File: src/rtl/core/fsjrp_pkg.sv
// fsjrp_pkg: shared types, codes and the field name rom of the json record parser
// no dependencies; imported by every module in rtl/core
package fsjrp_pkg;

  localparam int unsigned NumFields = 8;
  localparam int unsigned MaxNameLen = 20;

  typedef enum logic [1:0] {
    KIND_BYTE   = 2'd0,
    KIND_CLOSE  = 2'd1,
    KIND_STATUS = 2'd2
  } kind_e;

  typedef enum logic [2:0] {
    ST_OK        = 3'd0,
    ST_STRUCTURE = 3'd1,
    ST_CONTROL   = 3'd2,
    ST_ESCAPE    = 3'd3,
    ST_CUT       = 3'd4,
    ST_UNTERM    = 3'd5,
    ST_NAME      = 3'd6,
    ST_PAYLOAD   = 3'd7
  } status_e;

  typedef enum logic [3:0] {
    PH_OPEN        = 4'd0,
    PH_NAME_QUOTE  = 4'd1,
    PH_NAME        = 4'd2,
    PH_NAME_ESC    = 4'd3,
    PH_COLON       = 4'd4,
    PH_VALUE_QUOTE = 4'd5,
    PH_VALUE       = 4'd6,
    PH_VALUE_ESC   = 4'd7,
    PH_SEPARATOR   = 4'd8,
    PH_DONE        = 4'd9
  } phase_e;

  typedef enum logic {
    ACT_BYTE = 1'b0,
    ACT_END  = 1'b1
  } action_e;

  typedef struct packed {
    logic       action;
    logic [7:0] in_byte;
  } in_item_t;

  typedef struct packed {
    kind_e      result_kind;
    logic [2:0] field_index;
    logic [7:0] value_byte;
    status_e    status;
  } out_item_t;

  // classified input beat, handed from front to back
  typedef struct packed {
    logic       is_end;
    logic [7:0] data;
    logic       space;
    logic       quote;
    logic       bslash;
    logic       ctrl;
    logic       lbrace;
    logic       rbrace;
    logic       colon;
    logic       comma;
    logic       esc_ok;
    logic [7:0] esc_data;
  } cls_t;

  localparam logic [2:0] LastField = 3'(NumFields - 1);

  function automatic logic [4:0] key_len(logic [2:0] f);
    logic [4:0] n;
    unique case (f)
      3'd0:    n = 5'd7;
      3'd1:    n = 5'd7;
      3'd2:    n = 5'd6;
      3'd3:    n = 5'd20;
      3'd4:    n = 5'd18;
      3'd5:    n = 5'd11;
      3'd6:    n = 5'd14;
      default: n = 5'd13;
    endcase
    return n;
  endfunction

  // byte p of the name of field f, zero past its end
  function automatic logic [7:0] key_char(logic [2:0] f, logic [4:0] p);
    logic [8*MaxNameLen-1:0] s;
    logic [4:0]              n;
    logic [7:0]              sh;
    unique case (f)
      3'd0:    s = (8*MaxNameLen)'("version");
      3'd1:    s = (8*MaxNameLen)'("subject");
      3'd2:    s = (8*MaxNameLen)'("issuer");
      3'd3:    s = (8*MaxNameLen)'({"public_key", "_algorithm"});
      3'd4:    s = (8*MaxNameLen)'({"public_key", "_pem_b64"});
      3'd5:    s = (8*MaxNameLen)'({"created", "_utc"});
      3'd6:    s = (8*MaxNameLen)'({"not_before", "_utc"});
      default: s = (8*MaxNameLen)'({"not_after", "_utc"});
    endcase
    n  = key_len(f);
    sh = {3'b000, 5'(n - 5'd1 - p)} << 3;
    return (p < n) ? s[sh +: 8] : 8'h00;
  endfunction

endpackage

File: src/rtl/core/fsjrp_classify.sv
// fsjrp_classify: front end, sorts each input beat into character classes
// and decodes the escape that would follow a backslash; uses fsjrp_pkg
module fsjrp_classify import fsjrp_pkg::*; (
  input  in_item_t item_i,
  output cls_t     cls_o
);

  logic [7:0] b;
  assign b = item_i.in_byte;

  always_comb begin
    cls_o          = '0;
    cls_o.is_end   = (item_i.action == ACT_END);
    cls_o.data     = b;
    cls_o.space    = (b == 8'h20) || (b == 8'h09) || (b == 8'h0A) || (b == 8'h0D);
    cls_o.quote    = (b == 8'h22);
    cls_o.bslash   = (b == 8'h5C);
    cls_o.ctrl     = (b < 8'h20);
    cls_o.lbrace   = (b == 8'h7B);
    cls_o.rbrace   = (b == 8'h7D);
    cls_o.colon    = (b == 8'h3A);
    cls_o.comma    = (b == 8'h2C);
    cls_o.esc_ok   = 1'b1;
    unique case (b)
      8'h22:   cls_o.esc_data = 8'h22;
      8'h5C:   cls_o.esc_data = 8'h5C;
      8'h2F:   cls_o.esc_data = 8'h2F;
      8'h62:   cls_o.esc_data = 8'h08;
      8'h66:   cls_o.esc_data = 8'h0C;
      8'h6E:   cls_o.esc_data = 8'h0A;
      8'h72:   cls_o.esc_data = 8'h0D;
      8'h74:   cls_o.esc_data = 8'h09;
      default: begin
        cls_o.esc_data = 8'h00;
        cls_o.esc_ok   = 1'b0;
      end
    endcase
  end

endmodule

File: src/rtl/core/fsjrp_queue.sv
// fsjrp_queue: small fifo of classified beats between front and back
// uses fsjrp_pkg for the beat type
module fsjrp_queue import fsjrp_pkg::*; #(
  parameter int unsigned Depth = 4
) (
  input  logic clk_i,
  input  logic rst_ni,
  input  logic push_valid_i,
  output logic push_ready_o,
  input  cls_t push_data_i,
  output logic pop_valid_o,
  input  logic pop_ready_i,
  output cls_t pop_data_o
);

  localparam int unsigned AddrW = (Depth > 1) ? $clog2(Depth) : 1;
  localparam int unsigned CntW  = $clog2(Depth + 1);
  localparam logic [AddrW-1:0] LastAddr = AddrW'(Depth - 1);
  localparam logic [CntW-1:0]  Full     = CntW'(Depth);

  cls_t             mem_q [Depth];
  logic [AddrW-1:0] wr_q, wr_d, rd_q, rd_d;
  logic [CntW-1:0]  cnt_q, cnt_d;
  logic             push, pop;

  assign push_ready_o = (cnt_q != Full);
  assign pop_valid_o  = (cnt_q != '0);
  assign pop_data_o   = mem_q[rd_q];
  assign push         = push_valid_i && push_ready_o;
  assign pop          = pop_valid_o && pop_ready_i;

  always_comb begin
    wr_d  = push ? ((wr_q == LastAddr) ? '0 : wr_q + 1'b1) : wr_q;
    rd_d  = pop  ? ((rd_q == LastAddr) ? '0 : rd_q + 1'b1) : rd_q;
    cnt_d = cnt_q;
    if (push && !pop) begin
      cnt_d = cnt_q + 1'b1;
    end else if (pop && !push) begin
      cnt_d = cnt_q - 1'b1;
    end
  end

  always_ff @(posedge clk_i or negedge rst_ni) begin
    if (!rst_ni) begin
      wr_q  <= '0;
      rd_q  <= '0;
      cnt_q <= '0;
    end else begin
      wr_q  <= wr_d;
      rd_q  <= rd_d;
      cnt_q <= cnt_d;
    end
  end

  always_ff @(posedge clk_i) begin
    if (push) begin
      mem_q[wr_q] <= push_data_i;
    end
  end

endmodule

File: src/rtl/core/fsjrp_grammar.sv
// fsjrp_grammar: back end, grammar state machine, name compare, version check
// and the output register; uses fsjrp_pkg
module fsjrp_grammar import fsjrp_pkg::*; (
  input  logic      clk_i,
  input  logic      rst_ni,
  input  logic      item_valid_i,
  output logic      item_ready_o,
  input  cls_t      item_i,
  output logic      out_valid_o,
  input  logic      out_ready_i,
  output out_item_t out_item_o
);

  phase_e     phase_q, phase_d;
  logic [2:0] field_q, field_d;
  logic [4:0] npos_q, npos_d;
  logic       nmis_q, nmis_d;
  logic [1:0] vlen_q, vlen_d;
  logic       vone_q, vone_d;
  status_e    err_q, err_d;

  logic       out_valid_q, out_valid_d;
  out_item_t  out_item_q, out_item_d;

  logic       pop;
  logic       res_valid;
  out_item_t  res;
  logic [7:0] name_b;
  logic       name_bad;
  logic [7:0] val_b;

  assign pop          = item_valid_i && (!out_valid_q || out_ready_i);
  assign item_ready_o = !out_valid_q || out_ready_i;

  // decoded byte for name compare, raw or escaped
  assign name_b   = (phase_q == PH_NAME_ESC) ? item_i.esc_data : item_i.data;
  assign name_bad = (npos_q >= key_len(field_q)) || (key_char(field_q, npos_q) != name_b);
  assign val_b    = (phase_q == PH_VALUE_ESC) ? item_i.esc_data : item_i.data;

  // next state
  always_comb begin
    phase_d = phase_q;
    field_d = field_q;
    npos_d  = npos_q;
    nmis_d  = nmis_q;
    vlen_d  = vlen_q;
    vone_d  = vone_q;
    err_d   = err_q;
    if (pop) begin
      if (item_i.is_end) begin
        phase_d = PH_OPEN;
        field_d = '0;
        npos_d  = '0;
        nmis_d  = 1'b0;
        vlen_d  = '0;
        vone_d  = 1'b0;
        err_d   = ST_OK;
      end else if (err_q == ST_OK) begin
        unique case (phase_q)
          PH_OPEN: begin
            if (!item_i.space) begin
              if (item_i.lbrace) phase_d = PH_NAME_QUOTE;
              else               err_d   = ST_STRUCTURE;
            end
          end
          PH_NAME_QUOTE: begin
            if (!item_i.space) begin
              if (item_i.quote) begin
                phase_d = PH_NAME;
                npos_d  = '0;
                nmis_d  = 1'b0;
              end else begin
                err_d = ST_STRUCTURE;
              end
            end
          end
          PH_NAME: begin
            priority if (item_i.quote) begin
              if (nmis_q || (npos_q != key_len(field_q))) err_d   = ST_NAME;
              else                                        phase_d = PH_COLON;
            end else if (item_i.ctrl) begin
              err_d = ST_CONTROL;
            end else if (item_i.bslash) begin
              phase_d = PH_NAME_ESC;
            end else begin
              if (name_bad) nmis_d = 1'b1;
              if (npos_q != 5'd31) npos_d = npos_q + 1'b1;
            end
          end
          PH_NAME_ESC: begin
            if (item_i.esc_ok) begin
              if (name_bad) nmis_d = 1'b1;
              if (npos_q != 5'd31) npos_d = npos_q + 1'b1;
              phase_d = PH_NAME;
            end else begin
              err_d = ST_ESCAPE;
            end
          end
          PH_COLON: begin
            if (!item_i.space) begin
              if (item_i.colon) phase_d = PH_VALUE_QUOTE;
              else              err_d   = ST_STRUCTURE;
            end
          end
          PH_VALUE_QUOTE: begin
            if (!item_i.space) begin
              if (item_i.quote) phase_d = PH_VALUE;
              else              err_d   = ST_STRUCTURE;
            end
          end
          PH_VALUE, PH_VALUE_ESC: begin
            priority if (phase_q == PH_VALUE && item_i.quote) begin
              phase_d = PH_SEPARATOR;
            end else if (phase_q == PH_VALUE && item_i.ctrl) begin
              err_d = ST_CONTROL;
            end else if (phase_q == PH_VALUE && item_i.bslash) begin
              phase_d = PH_VALUE_ESC;
            end else if (phase_q == PH_VALUE_ESC && !item_i.esc_ok) begin
              err_d = ST_ESCAPE;
            end else begin
              phase_d = PH_VALUE;
              if (field_q == '0) begin
                if (vlen_q == '0) vone_d = (val_b == 8'h31);
                if (vlen_q != 2'd3) vlen_d = vlen_q + 1'b1;
              end
            end
          end
          PH_SEPARATOR: begin
            if (!item_i.space) begin
              priority if (item_i.comma && field_q != LastField) begin
                field_d = field_q + 1'b1;
                phase_d = PH_NAME_QUOTE;
              end else if (item_i.rbrace && field_q == LastField) begin
                phase_d = PH_DONE;
                if (!(vlen_q == 2'd1 && vone_q)) err_d = ST_PAYLOAD;
              end else begin
                err_d = ST_STRUCTURE;
              end
            end
          end
          PH_DONE: begin
            if (!item_i.space) err_d = ST_PAYLOAD;
          end
          default: err_d = ST_STRUCTURE;
        endcase
      end
    end
  end

  // result of the current beat
  always_comb begin
    res_valid = 1'b0;
    res       = '0;
    if (pop) begin
      if (item_i.is_end) begin
        res_valid       = 1'b1;
        res.result_kind = KIND_STATUS;
        if (err_q != ST_OK) begin
          res.status = err_q;
        end else begin
          unique case (phase_q)
            PH_NAME, PH_VALUE:         res.status = ST_UNTERM;
            PH_NAME_ESC, PH_VALUE_ESC: res.status = ST_CUT;
            PH_DONE:                   res.status = ST_OK;
            default:                   res.status = ST_STRUCTURE;
          endcase
        end
      end else if (err_q == ST_OK) begin
        if (phase_q == PH_VALUE) begin
          priority if (item_i.quote) begin
            res_valid       = 1'b1;
            res.result_kind = KIND_CLOSE;
            res.field_index = field_q;
          end else if (!item_i.ctrl && !item_i.bslash) begin
            res_valid       = 1'b1;
            res.result_kind = KIND_BYTE;
            res.field_index = field_q;
            res.value_byte  = val_b;
          end else begin
            res_valid = 1'b0;
          end
        end else if (phase_q == PH_VALUE_ESC && item_i.esc_ok) begin
          res_valid       = 1'b1;
          res.result_kind = KIND_BYTE;
          res.field_index = field_q;
          res.value_byte  = val_b;
        end
      end
    end
  end

  // output register
  always_comb begin
    out_valid_d = out_valid_q;
    out_item_d  = out_item_q;
    if (pop) begin
      out_valid_d = res_valid;
      out_item_d  = res;
    end else if (out_ready_i) begin
      out_valid_d = 1'b0;
    end
  end

  always_ff @(posedge clk_i or negedge rst_ni) begin
    if (!rst_ni) begin
      phase_q     <= PH_OPEN;
      field_q     <= '0;
      npos_q      <= '0;
      nmis_q      <= 1'b0;
      vlen_q      <= '0;
      vone_q      <= 1'b0;
      err_q       <= ST_OK;
      out_valid_q <= 1'b0;
    end else begin
      phase_q     <= phase_d;
      field_q     <= field_d;
      npos_q      <= npos_d;
      nmis_q      <= nmis_d;
      vlen_q      <= vlen_d;
      vone_q      <= vone_d;
      err_q       <= err_d;
      out_valid_q <= out_valid_d;
    end
  end

  always_ff @(posedge clk_i) begin
    out_item_q <= out_item_d;
  end

  assign out_valid_o = out_valid_q;
  assign out_item_o  = out_item_q;

endmodule

File: src/rtl/core/fixed_schema_json_record_parser.sv
// an accepted beat is first stored in the queue, then its result is held in the output register
// throughput: one beat per cycle while results are taken, set by the grammar step in the back end
// queue of QueueDepth beats decouples input from the grammar step and output register
// reset (async, active low): queue empty, no result pending, grammar expects opening brace
// no clearing pass after reset; input is taken from the first cycle out of reset
// top level: fsjrp_classify -> fsjrp_queue -> fsjrp_grammar, all using fsjrp_pkg
module fixed_schema_json_record_parser import fsjrp_pkg::*; #(
  parameter int unsigned QueueDepth = 4
) (
  input  logic      clk_i,
  input  logic      rst_ni,
  // input beats: one text byte or end of input
  input  logic      in_valid_i,
  output logic      in_ready_o,
  input  in_item_t  in_item_i,
  // result beats: value byte, value close or final status
  output logic      out_valid_o,
  input  logic      out_ready_i,
  output out_item_t out_item_o
);

  cls_t cls_in;
  cls_t cls_out;
  logic q_valid;
  logic q_ready;

  // front: character classes and escape decode, no state
  fsjrp_classify u_classify (
    .item_i (in_item_i),
    .cls_o  (cls_in)
  );

  // decoupling queue, front stalls only when it is full
  fsjrp_queue #(
    .Depth (QueueDepth)
  ) u_queue (
    .clk_i        (clk_i),
    .rst_ni       (rst_ni),
    .push_valid_i (in_valid_i),
    .push_ready_o (in_ready_o),
    .push_data_i  (cls_in),
    .pop_valid_o  (q_valid),
    .pop_ready_i  (q_ready),
    .pop_data_o   (cls_out)
  );

  // back: grammar step, name rom compare, version check, error latch,
  // output register that pops the next beat while the current one is taken
  fsjrp_grammar u_grammar (
    .clk_i        (clk_i),
    .rst_ni       (rst_ni),
    .item_valid_i (q_valid),
    .item_ready_o (q_ready),
    .item_i       (cls_out),
    .out_valid_o  (out_valid_o),
    .out_ready_i  (out_ready_i),
    .out_item_o   (out_item_o)
  );

endmodule
File: config.mk
export PLATFORM = sky130hd
export DESIGN_NAME = fixed_schema_json_record_parser
export DESIGN_NICKNAME = d
export VERILOG_FILES = /design/src/rtl/core/fsjrp_pkg.sv /design/src/rtl/core/fsjrp_classify.sv /design/src/rtl/core/fsjrp_queue.sv /design/src/rtl/core/fsjrp_grammar.sv /design/src/rtl/core/fixed_schema_json_record_parser.sv
export SDC_FILE = /design/constraint.sdc
export NUM_CORES = 1
export LEC_CHECK = 0
export ABC_AREA = 1
export BUFFER_PORTS_ARGS = -buffer_cell sky130_fd_sc_hd__buf_2
export CAP_MARGIN = 20
export CORE_ASPECT_RATIO = 1.5
export CORE_MARGIN = 2
export CORE_UTILIZATION = 55
export DETAILED_ROUTE_END_ITERATION = 16
export PLACE_DENSITY = 0.72
export SYNTH_ARGS = -nofsm -noshare
export SYNTH_HDL_FRONTEND = slang
export SYNTH_SLANG_ARGS = --single-unit
export TNS_END_PERCENT = 30
File: constraint.sdc
create_clock -name clk_i -period 3.9 [get_ports clk_i]
set_input_delay 0.585 -clock clk_i [delete_from_list [all_inputs] [get_ports clk_i]]
set_output_delay 0.585 -clock clk_i [all_outputs]
set_load 0.005 [all_outputs]
==> run_results.csv <==
group,metric,value,unit
outcome,status,"complete, no violations",
min_path,hold_class,"in2async",
cells_and_area,num_antenna_cells,0,
synthesis,async_flop_share,0.194,
timing,fin_crit,3600,ps
critical_path,worstSetupEndpointType,"flop",
synthesis,synth_fp_nets,1034,
timing,worst_hold_slack,194,ps
cells_and_area,final_util,0.631,
power_and_ir_drop,seq_power_share,0.232,
timing,hold_viol,0,
power_and_ir_drop,pwr-share-clk,0.185,
critical_path,required,4200,ps
routing,top_layer,"met4",
routing,firstDrtPassIters,5,
timing,setup_violations,0,
critical_path,start_kind,"flop",
power_and_ir_drop,p_leak,4.01,nW
global_route,antenna_found_initial,0,
routing,met3_length,1.06,mm
floorplan,rows,55,
global_route,grt_pass1_wl,35.7,mm
synthesis,ys_warn_count,0,
power_and_ir_drop,power_density,1000,nW/um^2
run,max_cap_viol_count,0,
timing,fin_setup_tns,0,ps
timing,maxSlewViolCount,0,
placed_design,place.gp.congestion,1.08,
power_and_ir_drop,p_total,9.46,mW
critical_path,critical_path_class,"reg2reg",
clock_tree,cts_buffers,17,
routing,via_count,7241,
clock_tree,htreeDepth,4,
power_and_ir_drop,switchingPower,4.57,mW
power_and_ir_drop,power.internal,4.89,mW
routing,vias_per_cell,5.79,
timing,max_freq,278,MHz
floorplan,start_util,0.557,
clock_tree,clkTransAtPathRegs,70,ps
cells_and_area,drive_gt1_frac,0.147,
cells_and_area,area_growth_syn_to_layout,13.4,%
cells_and_area,nNetsFinal,1080,
global_route,grt_max_degree,51,
placed_design,numPortBuffers,30,
cells_and_area,fillCellCount,1292,
clock_tree,cts_sinks,139,
timing,finalCritPeriodShare,0.923,
timing,worst_pin_slew,753,ps
routing,met1_length,8.29,mm
power_and_ir_drop,p_comb_frac,0.583,
clock_tree,cts_root_buffer,"clkbuf_16",
synthesis,synth_top_flop_cell,"edfxtp_1",
clock_tree,clk_path_buf_depth,2,
floorplan,core,14900,sq um
floorplan,die_area,16100,sq um
routing,dr_wl_met2,11.9,mm
floorplan,dieWidth,104,microns
critical_path,worst_ep_arrival_time,3900,ps
global_route,grt_pass1_vias,7131,
routing,routed_wl,22.2,mm
timing,rsz0062_at_grt,"no",
routing,routedWlPerCell,17.8,microns
clock_tree,cts_tree,"done",
synthesis,netlist_area,8310,sq um
placed_design,hpwl,16.1,mm
floorplan,dieHeight,155,microns
synthesis,syn-instance-count,993,
clock_tree,worstSkewPairLatency,420,ps
synthesis,yosysUniqueCellTypes,55,
routing,drc,0,
synthesis,synth-edff-count,112,
global_route,grt.overflow.total,0,
timing,finalClockSkew,13.7,ps
critical_path,worstPathMaxFanout,9,
routing,first_iter_violations,537,
global_route,grtUsageTotal,0.284,
floorplan,ioPinCount,31,
timing,slew_headroom,0.494,
synthesis,syn_avg_cell_area,8.37,sq um
power_and_ir_drop,ir_drop,0.442,mV
synthesis,ys_ff_latch,139,
clock_tree,cts_setup_buffers,0,
synthesis,yosysSeqAreaShare,0.486,
routing,final_antenna_net_count,0,
power_and_ir_drop,swShare,0.483,
==> final timing paths <==
path,to,cells after the start,from,slack [ps]
setup / recovery,u_grammar.nmis_q,23,u_grammar.field_q[0],300
hold / removal,u_queue.wr_q[0],1,rst_ni,190
setup reg to reg,u_grammar.nmis_q,23,u_grammar.field_q[0],300
hold reg to reg,u_grammar.vone_q,2,u_grammar.vone_q,510
max in group asynchronous,u_grammar.field_q[2],1,rst_ni,3240
min in group clk_i,u_grammar.out_valid_o,2,out_ready_i,360
==> Yosys cell counts (4+ instances only) <==
master / number / share of area
a21oi_1: 42 / 0.025
a211oi_1: 4 / 0.0036
nand3_1: 87 / 0.052
nor2_1: 116 / 0.052
dfrtp_1: 27 / 0.081
o21ai_0: 66 / 0.040
nor2_2: 4 / 0.0030
a32o_1: 12 / 0.014
nand2_2: 13 / 0.0098
nor3_1: 21 / 0.013
nand2_1: 234 / 0.11
o22ai_1: 5 / 0.0038
clkbuf_1: 9 / 0.0041
inv_1: 95 / 0.043
edfxtp_1: 112 / 0.40
o21ai_1: 8 / 0.0048
buf_2: 15 / 0.0090
nand4_1: 19 / 0.014
ha_1: 26 / 0.039
inv_2: 16 / 0.0072
a31oi_1: 4 / 0.0030
nor4_1: 6 / 0.0045
==> layout by cell type (no fill, tap or decap), drive strengths merged, types with 12 or more instances in the layout <==
cell    instances
a21oi          45
a32o           12
buf            57
clkbuf         17
dfrtp          27
edfxtp        112
ha             26
inv           120
nand2         249
nand3          87
nand4          19
nor2          124
nor3           22
o21ai          76
==> area by class of cell <==
cell class / count / area (sq um) / share of cell area
tap: 199 / 249 / 0.0264
clock buffer: 17 / 425 / 0.0451
inverter: 114 / 439 / 0.0466
sequential: 139 / 4040 / 0.429
timing repair buffer: 57 / 353 / 0.0374
clock inverter: 14 / 206 / 0.0219
multi-input combinational: 710 / 3710 / 0.394
==> flip-flops by register name, summed over array words and instances, names as in the netlist, 2 cells and up <==
register / cells
u_queue.cnt_q: 3
u_grammar.out_item_o: 16
u_grammar.err_q: 3
u_queue.wr_q: 2
u_grammar.phase_q: 4
u_queue.rd_q: 2
u_grammar.npos_q: 5
u_queue.mem_q: 96
u_grammar.field_q: 3
u_grammar.vlen_q: 2
==> cells by family (layout without fill, tap and decap cells) <==
logic type	Yosys count	count (layout)	synth area share
XOR/XNOR	4	4	0.00647
AO/OA/AOI/OAI	160	160	0.117
adder cells (fa/ha/maj)	28	28	0.0439
AND/OR/NAND/NOR	518	518	0.275
buffers and inverters	144	202	0.0724
flip-flops	139	139	0.486
==> power groups by stage <==
stage | Combinational [mW] | Clock [mW] | Sequential, mW
2_1_floorplan | 3.88 | 0 | 2.20
3_3_place_gp | 5.38 | 0 | 2.21
3_5_place_dp | 5.34 | 0 | 2.22
4_1_cts | 5.37 | 1.77 | 2.19
5_1_grt | 6.11 | 1.84 | 2.23
6_report | 5.51 | 1.75 | 2.19
==> worst max-delay path: stages, from the launching register on <==
cell and delay [ps]:
dfrtp_2 440, ha_1 240, ha_1 260, inv_1 210, nand2_4 120, nor2_8 160
nor2_1 90, nand2_1 100, ha_2 320, inv_1 70, nand2_1 50, nand2_2 100
inv_2 100, nor2_2 310, a21boi_0 240, nor2_1 60, nor2_1 80, nand2_1 70
nand3_1 70, nand4_1 80, nor2_1 90, nand3_1 90, nand2_1 80, a21oi_2 50
==> metrics by stage <==
step	cell area [sq um]	cells	setup WS, ps
2_1_floorplan	8310	993	502
3_3_place_gp	8760	1219	199
3_5_place_dp	8760	1219	159
4_1_cts	9390	1250	143
5_1_grt	9420	1250	5.61
6_report	9420	1250	300
==> routing by layer <==
metal | GRT usage | up-vias
met4 | 0.151 | 0
met5 | 0 | -
met2 | 0.534 | 301
met3 | 0.0383 | 81
li1 | - | 3477
met1 | 0.306 | 3382
==> repair_timing <==
action	4_1_cts	5_1_grt
endpoints found under the setup margin	0	1
endpoints found under the hold margin	0	0
gates resized for setup	0	13
hold buffers	0	0
(Power assumes the default switching activity.)
